--- src/assert_macros.svh ---
// Assertion macros shared by the capture core RTL.
`ifndef ASSERT_MACROS_SVH
`define ASSERT_MACROS_SVH

// Same-cycle implication, disabled while reset is asserted.
`define ASSERT_SAME(label, clk, rstn, ante, cons) \
    label: assert property (@(posedge clk) disable iff (!(rstn)) (ante) |-> (cons)) \
        else $error("assertion failed");

// Next-cycle implication, disabled while reset is asserted.
`define ASSERT_NEXT(label, clk, rstn, ante, cons) \
    label: assert property (@(posedge clk) disable iff (!(rstn)) (ante) |=> (cons)) \
        else $error("assertion failed");

`endif

--- src/rcpw_pkg.sv ---
// Types, register indexes and request codes for the pulse width capture core.
package rcpw_pkg;

    // Request kinds
    localparam logic [1:0] REQ_EDGE    = 2'd0;
    localparam logic [1:0] REQ_AVAIL   = 2'd1;
    localparam logic [1:0] REQ_TIMEOUT = 2'd2;
    localparam logic [1:0] REQ_WIDTH   = 2'd3;

    // Configuration register indexes
    localparam int CFG_IDX_W = 2;
    localparam int CFG_DATA_W = 16;
    localparam logic [CFG_IDX_W-1:0] CFG_MIN_WIDTH = 2'd0;
    localparam logic [CFG_IDX_W-1:0] CFG_MAX_WIDTH = 2'd1;
    localparam logic [CFG_IDX_W-1:0] CFG_INVERT    = 2'd2;

    // Reset values
    localparam logic [15:0] MIN_WIDTH_RST = 16'd600;
    localparam logic [15:0] MAX_WIDTH_RST = 16'd2400;
    localparam logic [7:0]  ALL_CLIENTS   = 8'hFF;

    typedef struct packed {
        logic [1:0]  req_type;
        logic        pin_level;
        logic [31:0] now_us;
        logic [7:0]  now_ms;
        logic [2:0]  client_index;
        logic [7:0]  timeout_limit_ms;
    } rcpw_in_t;

    typedef struct packed {
        logic        pulse_valid;
        logic        timed_out;
        logic        level_at_timeout;
        logic [15:0] width_value_us;
        logic [31:0] start_value_us;
    } rcpw_out_t;

    typedef struct packed {
        logic [15:0] min_width_us;
        logic [15:0] max_width_us;
        logic        invert_level;
    } rcpw_cfg_t;

endpackage

--- src/rcpw_cfg_regs.sv ---
// Configuration register file for the pulse width capture core.
module rcpw_cfg_regs (
    input  logic                                aclk,
    input  logic                                aresetn,
    input  logic                                cfg_we,
    input  logic [rcpw_pkg::CFG_IDX_W-1:0]      cfg_index,
    input  logic [rcpw_pkg::CFG_DATA_W-1:0]     cfg_wdata,
    output rcpw_pkg::rcpw_cfg_t                 cfg
);
    import rcpw_pkg::*;

    rcpw_cfg_t cfg_reg;

    // Write the addressed register; ignore indexes beyond the list
    always_ff @(posedge aclk) begin
        if (!aresetn) begin
            cfg_reg.min_width_us <= MIN_WIDTH_RST;
            cfg_reg.max_width_us <= MAX_WIDTH_RST;
            cfg_reg.invert_level <= 1'b0;
        end else if (cfg_we) begin
            case (cfg_index)
                CFG_MIN_WIDTH: cfg_reg.min_width_us <= cfg_wdata[15:0];
                CFG_MAX_WIDTH: cfg_reg.max_width_us <= cfg_wdata[15:0];
                CFG_INVERT:    cfg_reg.invert_level <= cfg_wdata[0];
                default: ;
            endcase
        end
    end

    assign cfg = cfg_reg;

endmodule

--- src/rcpw_in_stage.sv ---
// Input register stage: captures one request transaction at a time.
module rcpw_in_stage (
    input  logic                aclk,
    input  logic                aresetn,
    input  logic                s_valid,
    output logic                s_ready,
    input  rcpw_pkg::rcpw_in_t  s_data,
    input  logic                advance,
    output logic                in_valid,
    output rcpw_pkg::rcpw_in_t  in_data
);
    import rcpw_pkg::*;

    logic     in_valid_reg;
    rcpw_in_t in_data_reg;
    logic     load;

    // Accept when empty or when the held item moves on this cycle
    assign s_ready = !in_valid_reg || advance;
    assign load    = s_valid && s_ready;

    always_ff @(posedge aclk) begin
        if (!aresetn) begin
            in_valid_reg <= 1'b0;
        end else if (load) begin
            in_valid_reg <= 1'b1;
        end else if (advance) begin
            in_valid_reg <= 1'b0;
        end
    end

    // Hold payload until the next transaction
    always_ff @(posedge aclk) begin
        if (load) begin
            in_data_reg <= s_data;
        end
    end

    assign in_valid = in_valid_reg;
    assign in_data  = in_data_reg;

endmodule

--- src/rcpw_exec.sv ---
// Capture state and per-request result logic.
module rcpw_exec (
    input  logic                aclk,
    input  logic                aresetn,
    input  logic                advance,
    input  rcpw_pkg::rcpw_in_t  in_data,
    input  rcpw_pkg::rcpw_cfg_t cfg,
    output rcpw_pkg::rcpw_out_t result
);
    import rcpw_pkg::*;

    logic [31:0] start_time_reg,  start_time_next;
    logic [15:0] pulse_width_reg, pulse_width_next;
    logic [7:0]  flags_reg,       flags_next;
    logic [7:0]  last_end_reg,    last_end_next;

    logic [15:0] span_us;
    logic [7:0]  elapsed_ms;
    logic [7:0]  client_mask;
    logic        width_ok;

    // Width wraps at 16 bits, so only the low halves take part
    assign span_us     = in_data.now_us[15:0] - start_time_reg[15:0];
    assign elapsed_ms  = in_data.now_ms - last_end_reg;
    assign client_mask = 8'b1 << in_data.client_index;
    assign width_ok    = (pulse_width_reg >= cfg.min_width_us) &&
                         (pulse_width_reg <= cfg.max_width_us);

    // Decode the request, update state and form the result
    always_comb begin
        start_time_next  = start_time_reg;
        pulse_width_next = pulse_width_reg;
        flags_next       = flags_reg;
        last_end_next    = last_end_reg;
        result           = '0;
        case (in_data.req_type)
            REQ_EDGE: begin
                if (in_data.pin_level ^ cfg.invert_level) begin
                    start_time_next = in_data.now_us;
                end else begin
                    pulse_width_next = span_us;
                    flags_next       = ALL_CLIENTS;
                    last_end_next    = in_data.now_ms;
                end
            end
            REQ_AVAIL: begin
                if ((flags_reg & client_mask) != 8'd0) begin
                    flags_next         = flags_reg & ~client_mask;
                    result.pulse_valid = width_ok;
                end
            end
            REQ_TIMEOUT: begin
                if (elapsed_ms >= in_data.timeout_limit_ms) begin
                    result.timed_out        = 1'b1;
                    result.level_at_timeout = in_data.pin_level;
                end
            end
            REQ_WIDTH: begin
                result.width_value_us = pulse_width_reg;
                result.start_value_us = start_time_reg;
            end
            default: ;
        endcase
    end

    // Commit state when the request moves to the result register
    always_ff @(posedge aclk) begin
        if (!aresetn) begin
            start_time_reg  <= '0;
            pulse_width_reg <= '0;
            flags_reg       <= '0;
            last_end_reg    <= '0;
        end else if (advance) begin
            start_time_reg  <= start_time_next;
            pulse_width_reg <= pulse_width_next;
            flags_reg       <= flags_next;
            last_end_reg    <= last_end_next;
        end
    end

endmodule

--- src/rcpw_out_stage.sv ---
// Result register stage: holds one result transaction until taken.
module rcpw_out_stage (
    input  logic                aclk,
    input  logic                aresetn,
    input  logic                in_valid,
    input  rcpw_pkg::rcpw_out_t result,
    output logic                advance,
    output logic                m_valid,
    input  logic                m_ready,
    output rcpw_pkg::rcpw_out_t m_data
);
    import rcpw_pkg::*;

    logic      m_valid_reg;
    rcpw_out_t m_data_reg;

    // Move a request forward when the result slot is free or being drained
    assign advance = in_valid && (!m_valid_reg || m_ready);

    always_ff @(posedge aclk) begin
        if (!aresetn) begin
            m_valid_reg <= 1'b0;
        end else if (advance) begin
            m_valid_reg <= 1'b1;
        end else if (m_ready) begin
            m_valid_reg <= 1'b0;
        end
    end

    always_ff @(posedge aclk) begin
        if (advance) begin
            m_data_reg <= result;
        end
    end

    assign m_valid = m_valid_reg;
    assign m_data  = m_data_reg;

endmodule

--- src/rc_pulse_width_capture_core.sv ---
// RC pulse width capture core: top level.
//
// Requests enter on s_valid/s_ready/s_data; each one gives exactly one result
// on m_valid/m_ready/m_data. An edge request (pin level plus us and ms time)
// starts or ends a pulse; an availability request tests and clears one
// client's ready flag and checks the width against the min/max registers; a
// timeout request compares elapsed ms since the last pulse end with a limit;
// a width request returns the last width and start time. Fields that do not
// belong to the request kind read as zero.
// The input register loads at the accepting edge; the state update and result
// logic then load the result register, which drives m_valid and m_data.
// Throughput is one transaction per cycle while m_ready stays high.
// When the receiver stalls, the result register holds and the input register
// takes one more request, after which s_ready drops until the result drains.
// Reset (aresetn low at a clock edge) empties both registers, clears the
// pulse state and client flags and loads the register defaults: min 600 us,
// max 2400 us, no inversion. Write cfg_* only while no request is in flight.
`include "assert_macros.svh"

module rc_pulse_width_capture_core (
    input  logic                            aclk,
    input  logic                            aresetn,
    input  logic                            s_valid,
    output logic                            s_ready,
    input  rcpw_pkg::rcpw_in_t              s_data,
    output logic                            m_valid,
    input  logic                            m_ready,
    output rcpw_pkg::rcpw_out_t             m_data,
    input  logic                            cfg_we,
    input  logic [rcpw_pkg::CFG_IDX_W-1:0]  cfg_index,
    input  logic [rcpw_pkg::CFG_DATA_W-1:0] cfg_wdata
);
    import rcpw_pkg::*;

    rcpw_cfg_t cfg;
    rcpw_in_t  in_data;
    rcpw_out_t result;
    logic      in_valid;
    logic      advance;

    rcpw_cfg_regs u_cfg (
        .aclk      (aclk),
        .aresetn   (aresetn),
        .cfg_we    (cfg_we),
        .cfg_index (cfg_index),
        .cfg_wdata (cfg_wdata),
        .cfg       (cfg)
    );

    rcpw_in_stage u_in (
        .aclk     (aclk),
        .aresetn  (aresetn),
        .s_valid  (s_valid),
        .s_ready  (s_ready),
        .s_data   (s_data),
        .advance  (advance),
        .in_valid (in_valid),
        .in_data  (in_data)
    );

    rcpw_exec u_exec (
        .aclk    (aclk),
        .aresetn (aresetn),
        .advance (advance),
        .in_data (in_data),
        .cfg     (cfg),
        .result  (result)
    );

    rcpw_out_stage u_out (
        .aclk     (aclk),
        .aresetn  (aresetn),
        .in_valid (in_valid),
        .result   (result),
        .advance  (advance),
        .m_valid  (m_valid),
        .m_ready  (m_ready),
        .m_data   (m_data)
    );

    // An empty input register always takes a transaction
    `ASSERT_SAME(a_ready_when_empty, aclk, aresetn, !in_valid, s_ready)
    // A full pipe with a stalled receiver refuses input
    `ASSERT_SAME(a_stall_blocks, aclk, aresetn, in_valid && m_valid && !m_ready, !s_ready)
    // Timeout level is reported only together with a timeout
    `ASSERT_SAME(a_level_needs_timeout, aclk, aresetn, m_valid && m_data.level_at_timeout,
        m_data.timed_out)
    // An accepted result is replaced by the waiting request in the next cycle
    `ASSERT_NEXT(a_refill, aclk, aresetn, m_valid && m_ready && in_valid, m_valid)

endmodule

--- config.mk ---
export PLATFORM = sky130hd
export DESIGN_NAME = rc_pulse_width_capture_core
export DESIGN_NICKNAME = d
export VERILOG_FILES = /design/src/rcpw_pkg.sv /design/src/rcpw_cfg_regs.sv /design/src/rcpw_in_stage.sv /design/src/rcpw_exec.sv /design/src/rcpw_out_stage.sv /design/src/rc_pulse_width_capture_core.sv
export VERILOG_INCLUDE_DIRS = /design/src /design/src/src
export SDC_FILE = /design/constraint.sdc
export NUM_CORES = 1
export LEC_CHECK = 0
export BUFFER_PORTS_ARGS = -buffer_cell sky130_fd_sc_hd__buf_2
export CAP_MARGIN = 25
export CORE_AREA = 2 2 97 169
export DETAILED_ROUTE_END_ITERATION = 12
export DIE_AREA = 0 0 99 171
export MAX_ROUTING_LAYER = met4
export PLACE_DENSITY = 0.87
export SLEW_MARGIN = 25
export SYNTH_ARGS = -nofsm -noshare
export SYNTH_HDL_FRONTEND = slang
export SYNTH_SLANG_ARGS = --single-unit
--- constraint.sdc ---
create_clock -name aclk -period 7.22 [get_ports aclk]
set_clock_uncertainty 0.15 [all_clocks]
set_input_delay 1.083 -clock aclk [delete_from_list [all_inputs] [get_ports aclk]]
set_output_delay 1.083 -clock aclk [all_outputs]
set_load 0.02 [all_outputs]
==> impl_metrics.ini, run 1 <==
[run_status]
status = completed

[cells_and_area]
syn2layout_area_growth_pct = 14.6
ff_latch_area_mm2 = 0.00513
multi_input_area_mm2 = 0.00357
largest_reg_flops = 54
nNetsFinal = 1145
drive_gt1_share_pct = 17.1
diodes = 0
design_area_mm2 = 0.0105
final_util_pct = 66.8
nFillCells = 1203

[sta]
rsz0062_at_grt = false
relSlewSlack_pct = 36.7
period_minus_slack_ns = 3.32
hold_slack_ns = 0.301
hold_viol_final = 0
drv_slew = 0
min_period_over_period_pct = 46.0
clock.fmax_mhz = 301
tightest_slew_ns = 0.949
setup_viol = 0
fin_tns_setup_ns = 0

[synth]
synth-main-ff-cell = edfxtp_1
synth_seq_cells = 204
synthArstFlopShare_pct = 0
synthesis.instances = 889
synth.net_count = 1030
synth_warnings = 0
yosysTopAreaCellShare_pct = 34.6
synth_area_mm2 = 0.00912
yosysSeqAreaShare_pct = 56.3
syn_avg_cell_area_um2 = 10.3
synth_largest_area_cell = edfxtp_1
yosysUniqueCellTypes = 59
yosys-top-cells-area = edfxtp_1 (35%), dfxtp_1 (22%), ha_1 (8.5%)
synth-edff-count = 105

[routing]
drtAntennaViolNets = 0
drc = 0
avgRoutedWirePerCell_um = 17.5
drt_iter0_drc = 321
via_per_inst = 5.75
vias = 6927
dr.pass1.iters = 5
wl_mm = 21.1

[flow_run]
maxCapViolCount = 0

[grt]
grt_pass1_wl_mm = 33.0
grt_max_degree = 75
grtUsageMet2_pct = 45.3
first_global_vias = 6922
busiest_layer = met2
grt_antenna_before_repair = 0
grt_use_met1_pct = 26.5
grtUsageTotal_pct = 25.1
overflow = 0
gr-usage-met3_pct = 3.27

[setup_path]
slowest_delay_ns = 0.56
critPathLaunch = u_in.in_data[12]$_DFFE_PP_
critPathKind = reg -> reg
critPathSlowestCell = a2111oi_0
worst_ep_arrival_time_ns = 3.39
start_kind = flip-flop
end_kind = flip-flop
path_buf_inv = 0
worst_r2r_startpoint = u_in.in_data[12]$_DFFE_PP_
cp_max_fo = 3
cp_top_family = compound AO/OA/AOI/OAI gates
cp_cell_sequence = ha_1 -> nor2b_1 -> o21ai_0 -> a21boi_0 -> o21ai_0 -> nor2b_1 -> xnor2_1 -> ha_1 -> a2111oi_0 -> o21a_1 -> nor4b_1
crit_required_ns = 7.29

[floorplanning]
die_area_mm2 = 0.0169
initial_core_util_pct = 58.3
die_y_um = 171
dieWidth_um = 99
io_pins = 130
rows = 61
core_region_area_mm2 = 0.0156

[clock_network]
worstSkewPairLatency_ns = 0.49
cts_tree = built
cts_made_buffers = 19
clkSinkCount = 204
htree_levels = 1
post-cts-setup-buffers = 0
cts_buffer_depth = 3
postCtsResizedCells = 0
clkTransAtPathRegs_ns = 0.07
hold_buffers = 0
cts_root_buf = clkbuf_16

[placed_design]
gp_congestion = 0.917
placed_area_mm2 = 0.00992
port_buffers = 129
hpwlAfterDp_mm = 14.5

[pwr]
peakVddDrop_v = 0.000193
powerDensity_mw_per_mm2 = 229
leakage_nw = 4.37

[min_path]
hp-class = reg -> reg
hold_path_startpoint = u_exec.start_time_reg[19]$_SDFFE_PN0P_
## where the power goes
group          leakage [nW]  internal, mW  switching, mW
clock                 0.266         0.485          0.415
combinational          2.26        0.0802          0.134
sequential             1.84          1.26         0.0213
total                  4.37          1.83          0.570
## per-stage QoR
step,setup WS [ns],std cells,power [mW]
after floorplan,4.03,889,1.44
after global placement,4.00,1172,1.51
after detailed placement,3.93,1172,1.52
after CTS,3.90,1205,2.41
after global routing,3.61,1205,2.47
final,3.90,1205,2.40
## tightest hold or removal path: stages (launching register included)
cell and delay [ns]:
dfxtp_1 0.30, nand2_1 0.05, a21oi_1 0.05
## layout make-up
cell class	count	share of cell area (%)
flip-flops and latches	204	49.1
multi-input cells	571	34.2
repair buffers	138	6.82
clock buffers	24	4.73
inverters	70	2.51
well taps	189	2.26
clock inverters	9	0.419
## synth_stat cells, drive strengths merged, types with 3 or more instances
library cell  number
nand2            166
mux2i              3
o21ai             13
nand4              6
nand3              9
nand4b             4
nand2b             9
nand3b             3
inv               70
nor2              33
or3                5
nor3               5
o22ai              6
clkbuf            37
and3              51
xor2               4
o311ai             3
a211oi             5
o211ai            14
ha                62
edfxtp           105
nor4               4
a31oi              4
a21oi             99
dfxtp             99
buf                7
a21o              11
o21a               4
nor2b              6
xnor2              9
and2               3
## layer usage
layer / up-vias / share of wire [%]
li1: 3339 / -
met1: 3286 / 37
met2: 230 / 54
met3: 72 / 4.7
met4: 0 / 4.7
met5: - / 0
## worst paths after layout
kind / to / cells after the start / slack [ns]
setup / recovery: u_out.m_data[49]$_SDFFCE_PN0P_ / 11 / 3.90
hold / removal: u_exec.start_time_reg[19]$_SDFFE_PN0P_ / 2 / 0.30
setup reg to reg: u_out.m_data[49]$_SDFFCE_PN0P_ / 11 / 3.90
hold reg to reg: u_exec.start_time_reg[19]$_SDFFE_PN0P_ / 2 / 0.30
## cell usage in the layout, fill, tap and decap left out, types with 4 or more instances in the layout
cell type and n:
a21oi_1 99, edfxtp_1 105, nand2b_1 8, nand4b_1 4
o21a_1 4, nand3_1 9, and3_1 51, xor2_1 4
nor2b_1 5, buf_4 9, o211ai_1 14, nand4_1 6
buf_2 129, xnor2_1 9, o22ai_1 6, o21ai_0 13
nand2_1 166, nor3_1 5, a211oi_1 5, a21o_1 11
clkinv_2 4, or3_1 5, nor2_1 33, inv_1 68
dfxtp_1 99, ha_1 62, clkbuf_16 19, clkbuf_1 5
clkinv_1 4, a31oi_1 4
## logic make-up after synthesis
family,after synthesis,synth area share (%)
AND/OR/NAND/NOR,312,16.3
XOR/XNOR,13,1.25
multiplexers,6,0.946
AO/OA/AOI/OAI,176,11.5
flip-flops,204,56.3
adder cells (fa/ha/maj),64,8.94
buffers and inverters,114,4.73
(Power assumes the default switching activity.)
==> run 2: changes to the inputs <==
--- a/config.mk
+++ b/config.mk
@@ -6,13 +6,14 @@
 export SDC_FILE = /design/constraint.sdc
 export NUM_CORES = 1
 export LEC_CHECK = 0
+export ABC_AREA = 1
 export BUFFER_PORTS_ARGS = -buffer_cell sky130_fd_sc_hd__buf_2
 export CAP_MARGIN = 25
-export CORE_AREA = 2 2 97 169
+export CORE_AREA = 2 2 100 174
 export DETAILED_ROUTE_END_ITERATION = 12
-export DIE_AREA = 0 0 99 171
+export DIE_AREA = 0 0 102 176
 export MAX_ROUTING_LAYER = met4
-export PLACE_DENSITY = 0.87
+export PLACE_DENSITY = 0.85
 export SLEW_MARGIN = 25
 export SYNTH_ARGS = -nofsm -noshare
 export SYNTH_HDL_FRONTEND = slang
==> constraint.sdc (replaced) <==
create_clock -name aclk -period 3.15 [get_ports aclk]
set_clock_uncertainty 0.15 [all_clocks]
set_input_delay 0.4725 -clock aclk [delete_from_list [all_inputs] [get_ports aclk]]
set_output_delay 0.4725 -clock aclk [all_outputs]
set_load 0.02 [all_outputs]
==> run 2 against run 1 <==
Via count increased by 5.4%. Setup slack got worse by 3.6 ns. Synthesized cell count rose by 17%. Register-to-register slack got worse by 3.6 ns. Final area grew 3.8%. Combinational power rose to 2.9 times the previous value. Worst hold slack got worse by 0.29 ns. Sequential cell count is the same. Wire length shrank 6.3%.
==> impl_metrics.ini, run 2 <==
[sta]
relSlewSlack_pct = 52.5
clock.fmax_mhz = 350
min_period_over_period_pct = 90.7
drv_slew = 0
rsz0062_at_grt = false
fin_tns_setup_ns = 0
hold_viol_final = 0
tightest_slew_ns = 0.711
setup_viol = 0
period_minus_slack_ns = 2.86

[cells_and_area]
syn2layout_area_growth_pct = 15.6
final_cell_mix = inv_1 (189), nand2_1 (164), buf_2 (129)
design_area_mm2 = 0.0109
drive_gt1_share_pct = 15.0
nFillCells = 1351
layout_commonest_cell = inv_1
multi_input_area_mm2 = 0.00339
final_util_pct = 66.0
ff_latch_area_mm2 = 0.00513
largest_reg_flops = 54
nNetsFinal = 1306

[grt]
grt_max_degree = 67
grtUsageTotal_pct = 23.2
first_global_vias = 7168
grt_pass1_wl_mm = 32.2
grt_antenna_before_repair = 1
overflow = 0

[synth]
synth-main-ff-cell = edfxtp_1
synth_seq_cells = 204
yosys-top-cells-area = edfxtp_1 (34%), dfxtp_1 (21%), ha_1 (8.3%)
yosysSeqAreaShare_pct = 54.7
yosys-top-cells-count = inv_1 (190), nand2_1 (164), a21oi_1 (106)
synth-edff-count = 105
synth.net_count = 1180
yosysUniqueCellTypes = 30
synth_area_mm2 = 0.00939
yosysTopAreaCellShare_pct = 33.6
synth_most_common_cell = inv_1
syn_avg_cell_area_um2 = 9.04
synth_largest_area_cell = edfxtp_1
synthArstFlopShare_pct = 0
synth_warnings = 0
synthesis.instances = 1039

[setup_path]
end_kind = flip-flop
r2r_cells = 17
critPathSlowestCell = fa_1
path_buf_inv = 3
cp_cell_sequence = inv_1 -> ha_1 -> inv_1 -> fa_1 -> nand3_1 -> nand3_1 -> nand2_1 -> nand2_1 -> a21oi_1 -> xnor2_1 -> ha_1 -> inv_1 -> nor3_2 -> nand4_1 -> nand4_1 -> nand2_1 -> nor2_1
worst_ep_arrival_time_ns = 3.05
cp_top_family = simple AND/OR/NAND/NOR gates
slowest_delay_ns = 0.41
crit_required_ns = 3.34
cp.depth = 17
cp_max_fo = 2
start_kind = flip-flop
critPathKind = reg -> reg

[routing]
vias = 7299
via_per_inst = 5.21
drt_iter0_drc = 287
drtAntennaViolNets = 0
avgRoutedWirePerCell_um = 14.1
wl_mm = 19.8
drc = 0
dr.pass1.iters = 4

[min_path]
hp-class = in -> reg
hold_depth = 1

[floorplanning]
die_area_mm2 = 0.0180
core_region_area_mm2 = 0.0164
io_pins = 130
rows = 62
dieWidth_um = 102
initial_core_util_pct = 57.1
die_y_um = 176

[pwr]
powerDensity_mw_per_mm2 = 532
p_clk_share_pct = 37.8
switching_share_pct = 23.9
peakVddDrop_v = 0.000555
p_int_mw = 4.40
netSwitchingPower_mw = 1.38
leakage_nw = 4.87
seq_power_share_pct = 51.3
pwr-share-comb_pct = 10.9

[placed_design]
port_buffers = 129
hpwlAfterDp_mm = 14.4
placed_area_mm2 = 0.0102
gp_congestion = 0.929

[clock_network]
cts_tree = built
htree_levels = 1
cts_made_buffers = 19
cts_buffer_depth = 3
clkTransAtPathRegs_ns = 0.07
clkSinkCount = 204
cts_root_buf = clkbuf_16
worstSkewPairLatency_ns = 0.48

[flow_run]
maxCapViolCount = 0

[run_status]
status = completed
[run 2: power by group through the flow]
| stage | clock network (mW) | registers, mW | logic [mW] |
|---|---|---|---|
| after floorplan | 0 | 3.04 | 0.397 |
| after global placement | 0 | 3.01 | 0.606 |
| after detailed placement | 0 | 3.02 | 0.625 |
| after CTS | 2.23 | 2.96 | 0.629 |
| after global routing | 2.31 | 2.97 | 0.716 |
| final | 2.18 | 2.96 | 0.631 |
[run 2: through the flow]
step	instances	power, mW	hold slack [ns]	setup WS [ns]
after global placement	1368	3.62	0.288	0.397
after CTS	1401	5.81	0.000856	0.218
after global routing	1402	6.00	0.00227	0.0740
after floorplan	1039	3.44	0.280	0.461
after detailed placement	1368	3.64	0.292	0.231
final	1402	5.77	0.0151	0.294
[run 2: worst register-to-register path, stage by stage (launching register included)]
cell	delay, ns
edfxtp_1	0.36
inv_1	0.08
ha_1	0.15
inv_1	0.06
fa_1	0.41
nand3_1	0.09
nand3_1	0.10
nand2_1	0.08
nand2_1	0.05
a21oi_1	0.16
xnor2_1	0.09
ha_1	0.28
inv_1	0.05
nor3_2	0.22
nand4_1	0.11
nand4_1	0.12
nand2_1	0.07
nor2_1	0.10
[run 2: path summary, 6_finish.rpt]
| kind | start | endpoint | slack [ns] |
|---|---|---|---|
| max | u_in.in_data[11]$_DFFE_PP_ | u_out.m_data[48]$_SDFFCE_PN0P_ | 0.29 |
| min reg2reg | u_exec.start_time_reg[27]$_SDFFE_PN0P_ | u_exec.start_time_reg[27]$_SDFFE_PN0P_ | 0.30 |
| max reg2reg | u_in.in_data[11]$_DFFE_PP_ | u_out.m_data[48]$_SDFFCE_PN0P_ | 0.29 |
| min | s_data[23] | u_in.in_data[23]$_DFFE_PP_ | 0.02 |
[run 2: cell type report]
cell class / count / share of cell area [%]
Antenna cell: 1 / 0.0231
Clock buffer: 24 / 4.84
Clock inverter: 9 / 0.657
Inverter: 193 / 6.67
Multi-Input combinational cell: 609 / 31.2
Sequential cell: 204 / 47.3
Tap cell: 224 / 2.58
Timing Repair Buffer: 138 / 6.69
[run 2: repair_timing]
action                                  in CTS  in global routing
endpoints found under the setup margin       0                  1
hold buffers                                 0                  0
resized for setup                            0                  1
setup buffers                                0                  0
[run 2: cells by family (layout without fill, tap and decap cells)]
group / Yosys count / in the layout / share of synthesized area [%]
AOI/OAI and AO/OA: 196 / 196 / 10.9
other: 0 / 1 / 0
and+or+nand+nor: 337 / 337 / 15.2
xor gates and xnor gates: 12 / 12 / 1.20
DFF: 204 / 204 / 54.7
adders and majority gates: 64 / 64 / 8.69
buffers and inverters: 226 / 364 / 9.29
[run 2: layer usage]
layer	part of all wire (%)	vias up	GRT usage, %	routed length (um)
li1	-	3652	-	-
met1	37	3391	24.4	7360
met2	54	198	42.5	10700
met3	4.2	58	2.57	836
met4	4.3	0	10.9	851
met5	0	-	-	0
==> run 3: changes to the inputs <==
--- a/config.mk
+++ b/config.mk
@@ -6,14 +6,13 @@
 export SDC_FILE = /design/constraint.sdc
 export NUM_CORES = 1
 export LEC_CHECK = 0
-export ABC_AREA = 1
 export BUFFER_PORTS_ARGS = -buffer_cell sky130_fd_sc_hd__buf_2
 export CAP_MARGIN = 25
-export CORE_AREA = 2 2 100 174
+export CORE_AREA = 2 2 99 173
 export DETAILED_ROUTE_END_ITERATION = 12
-export DIE_AREA = 0 0 102 176
+export DIE_AREA = 0 0 101 175
 export MAX_ROUTING_LAYER = met4
-export PLACE_DENSITY = 0.85
+export PLACE_DENSITY = 0.84
 export SLEW_MARGIN = 25
 export SYNTH_ARGS = -nofsm -noshare
 export SYNTH_HDL_FRONTEND = slang
==> run 3 against run 2 <==
Global-route usage up 0.82 points. Combinational power down 19%. Sequential cell count unchanged. Sequential power about the same. Total power down 2.9%. Highest routed layer unchanged.
==> impl_metrics.ini, run 3 (same netlist as run 1, synthesis figures left out) <==
[cells_and_area]
layout_commonest_cell = nand2_1
nNetsFinal = 1156
finalNonFillerCells = 1219
syn2layout_area_growth_pct = 16.5
diodes = 0
final_cell_mix = nand2_1 (166), buf_2 (129), edfxtp_1 (105)
largest_reg_flops = 54
final_util_pct = 65.3
drive_gt1_share_pct = 17.7
design_area_mm2 = 0.0106

[routing]
drt_iter0_drc = 297
via_per_inst = 5.64
wl_mm = 20.5
vias = 6877
avgRoutedWirePerCell_um = 16.9
dr.pass1.iters = 8
drc = 0
drtAntennaViolNets = 0

[setup_path]
cp_max_fo = 2
worst_ep_arrival_time_ns = 3.02
end_kind = flip-flop
critPathLaunch = u_in.in_data[11]$_DFFE_PP_
worst_r2r_startpoint = u_in.in_data[11]$_DFFE_PP_
start_kind = flip-flop
crit_path_end = u_out.m_data[49]$_SDFFCE_PN0P_
r2r_cells = 14
critPathKind = reg -> reg
r2r_setup_slack_ns = 0.19
crit_required_ns = 3.21
r2r_end = u_out.m_data[49]$_SDFFCE_PN0P_

[min_path]
hp-class = in -> reg
hold_path_startpoint = s_data[11]
hold_depth = 1

[grt]
grt_max_degree = 56
grt_pass1_wl_mm = 32.8
grtUsageTotal_pct = 24.1
first_global_vias = 6940
grt_antenna_before_repair = 0
overflow = 0

[placed_design]
port_buffers = 129
gp_congestion = 0.961
dp.cells = 1178
hpwlAfterDp_mm = 14.3
dpl_worst_slack_ns = -0.00105
placed_area_mm2 = 0.00997

[clock_network]
clkTransAtPathRegs_ns = 0.06
cts_buffer_depth = 3
cts_made_buffers = 19
worstSkewPairLatency_ns = 0.48
htree_levels = 1
cts_root_buf = clkbuf_16
cts_tree = built
clkSinkCount = 204

[floorplanning]
core_region_area_mm2 = 0.0163
dieWidth_um = 101
io_pins = 130
die_y_um = 175
rows = 62
die_area_mm2 = 0.0177
initial_core_util_pct = 56.0

[pwr]
powerDensity_mw_per_mm2 = 527
peakVddDrop_v = 0.000509
finalPower_mw = 5.61
leakage_nw = 4.44

[sta]
relSlewSlack_pct = 47.3
drv_slew = 0
hold_viol_final = 0
period_minus_slack_ns = 2.96
min_period_over_period_pct = 93.9
setup_viol = 0
clock.fmax_mhz = 338
setup_ws_ns = 0.191
tightest_slew_ns = 0.790
rsz0062_at_grt = false

[run_status]
status = completed

[flow_run]
maxCapViolCount = 0
-- run 3: changes by cell type in the layout (fill, tap and decap cells not counted), sizes merged, moves of 10 or more --
cell	before	now
a21o	1	11
and3	0	51
inv	192	70
nand3	35	9
nand4	21	6
nor2	97	33
nor3	18	5
o21ai	75	13
-- run 3: worst max-delay path: stages (launching register included) --
cell       delay (ns)
edfxtp_1         0.39
inv_1            0.07
ha_1             0.17
inv_1            0.05
fa_1             0.40
nand2_1          0.08
nand2_1          0.06
a21oi_2          0.17
o21bai_1         0.10
a21oi_1          0.19
xnor2_1          0.08
ha_1             0.20
a2111oi_2        0.29
o21a_1           0.20
nor4b_1          0.07
-- run 3: area by class of cell --
type	instances	area, um2
clock buffer	25	508
clock inverter	8	63.8
fill	1270	5660
inverter	70	263
multi-input combinational	571	3580
sequential	204	5130
tap	192	240
timing repair buffer	149	838
-- run 3: stage by stage --
step | hold slack [ns] | setup TNS [ns]
2_1_floorplan | 0.282 | 0
3_3_place_gp | 0.287 | 0
3_5_place_dp | 0.292 | -0.00105
4_1_cts | 0.00116 | 0
5_1_grt | 0.00119 | 0
6_report | 0.00902 | 0
-- run 3: layer usage --
layer / vias up / wire, um / GRT usage (%)
met5: - / 0 / -
met2: 213 / 11100 / 43.6
met3: 78 / 937 / 2.96
li1: 3362 / - / -
met4: 0 / 1060 / 12.0
met1: 3224 / 7470 / 25.0
-- run 3: what timing repair did --
action                                  4_1_cts  5_1_grt
hold buffers                                  7        0
endpoints found under the setup margin        1        2
gates resized for setup                       1        5
buffers inserted                              0        1
pin swaps                                     0        1
endpoints found under the hold margin         7        0
-- run 3: worst min path at each step --
stage	slack [ns]	endpoint
floorplan	0.28	u_exec.start_time_reg[16]$_SDFFE_PN0P_
global placement	0.29	u_exec.start_time_reg[21]$_SDFFE_PN0P_
detailed placement	0.29	u_exec.start_time_reg[17]$_SDFFE_PN0P_
CTS	0.001	u_in.in_data[2]$_DFFE_PP_
global route	0.001	u_in.in_data[44]$_DFFE_PP_
finish	0.009	u_in.in_data[11]$_DFFE_PP_
-- run 3: power breakdown --
part           switching (mW)  internal [mW]
Sequential             0.0466           2.89
Clock                   0.946           1.22
Combinational           0.309          0.200
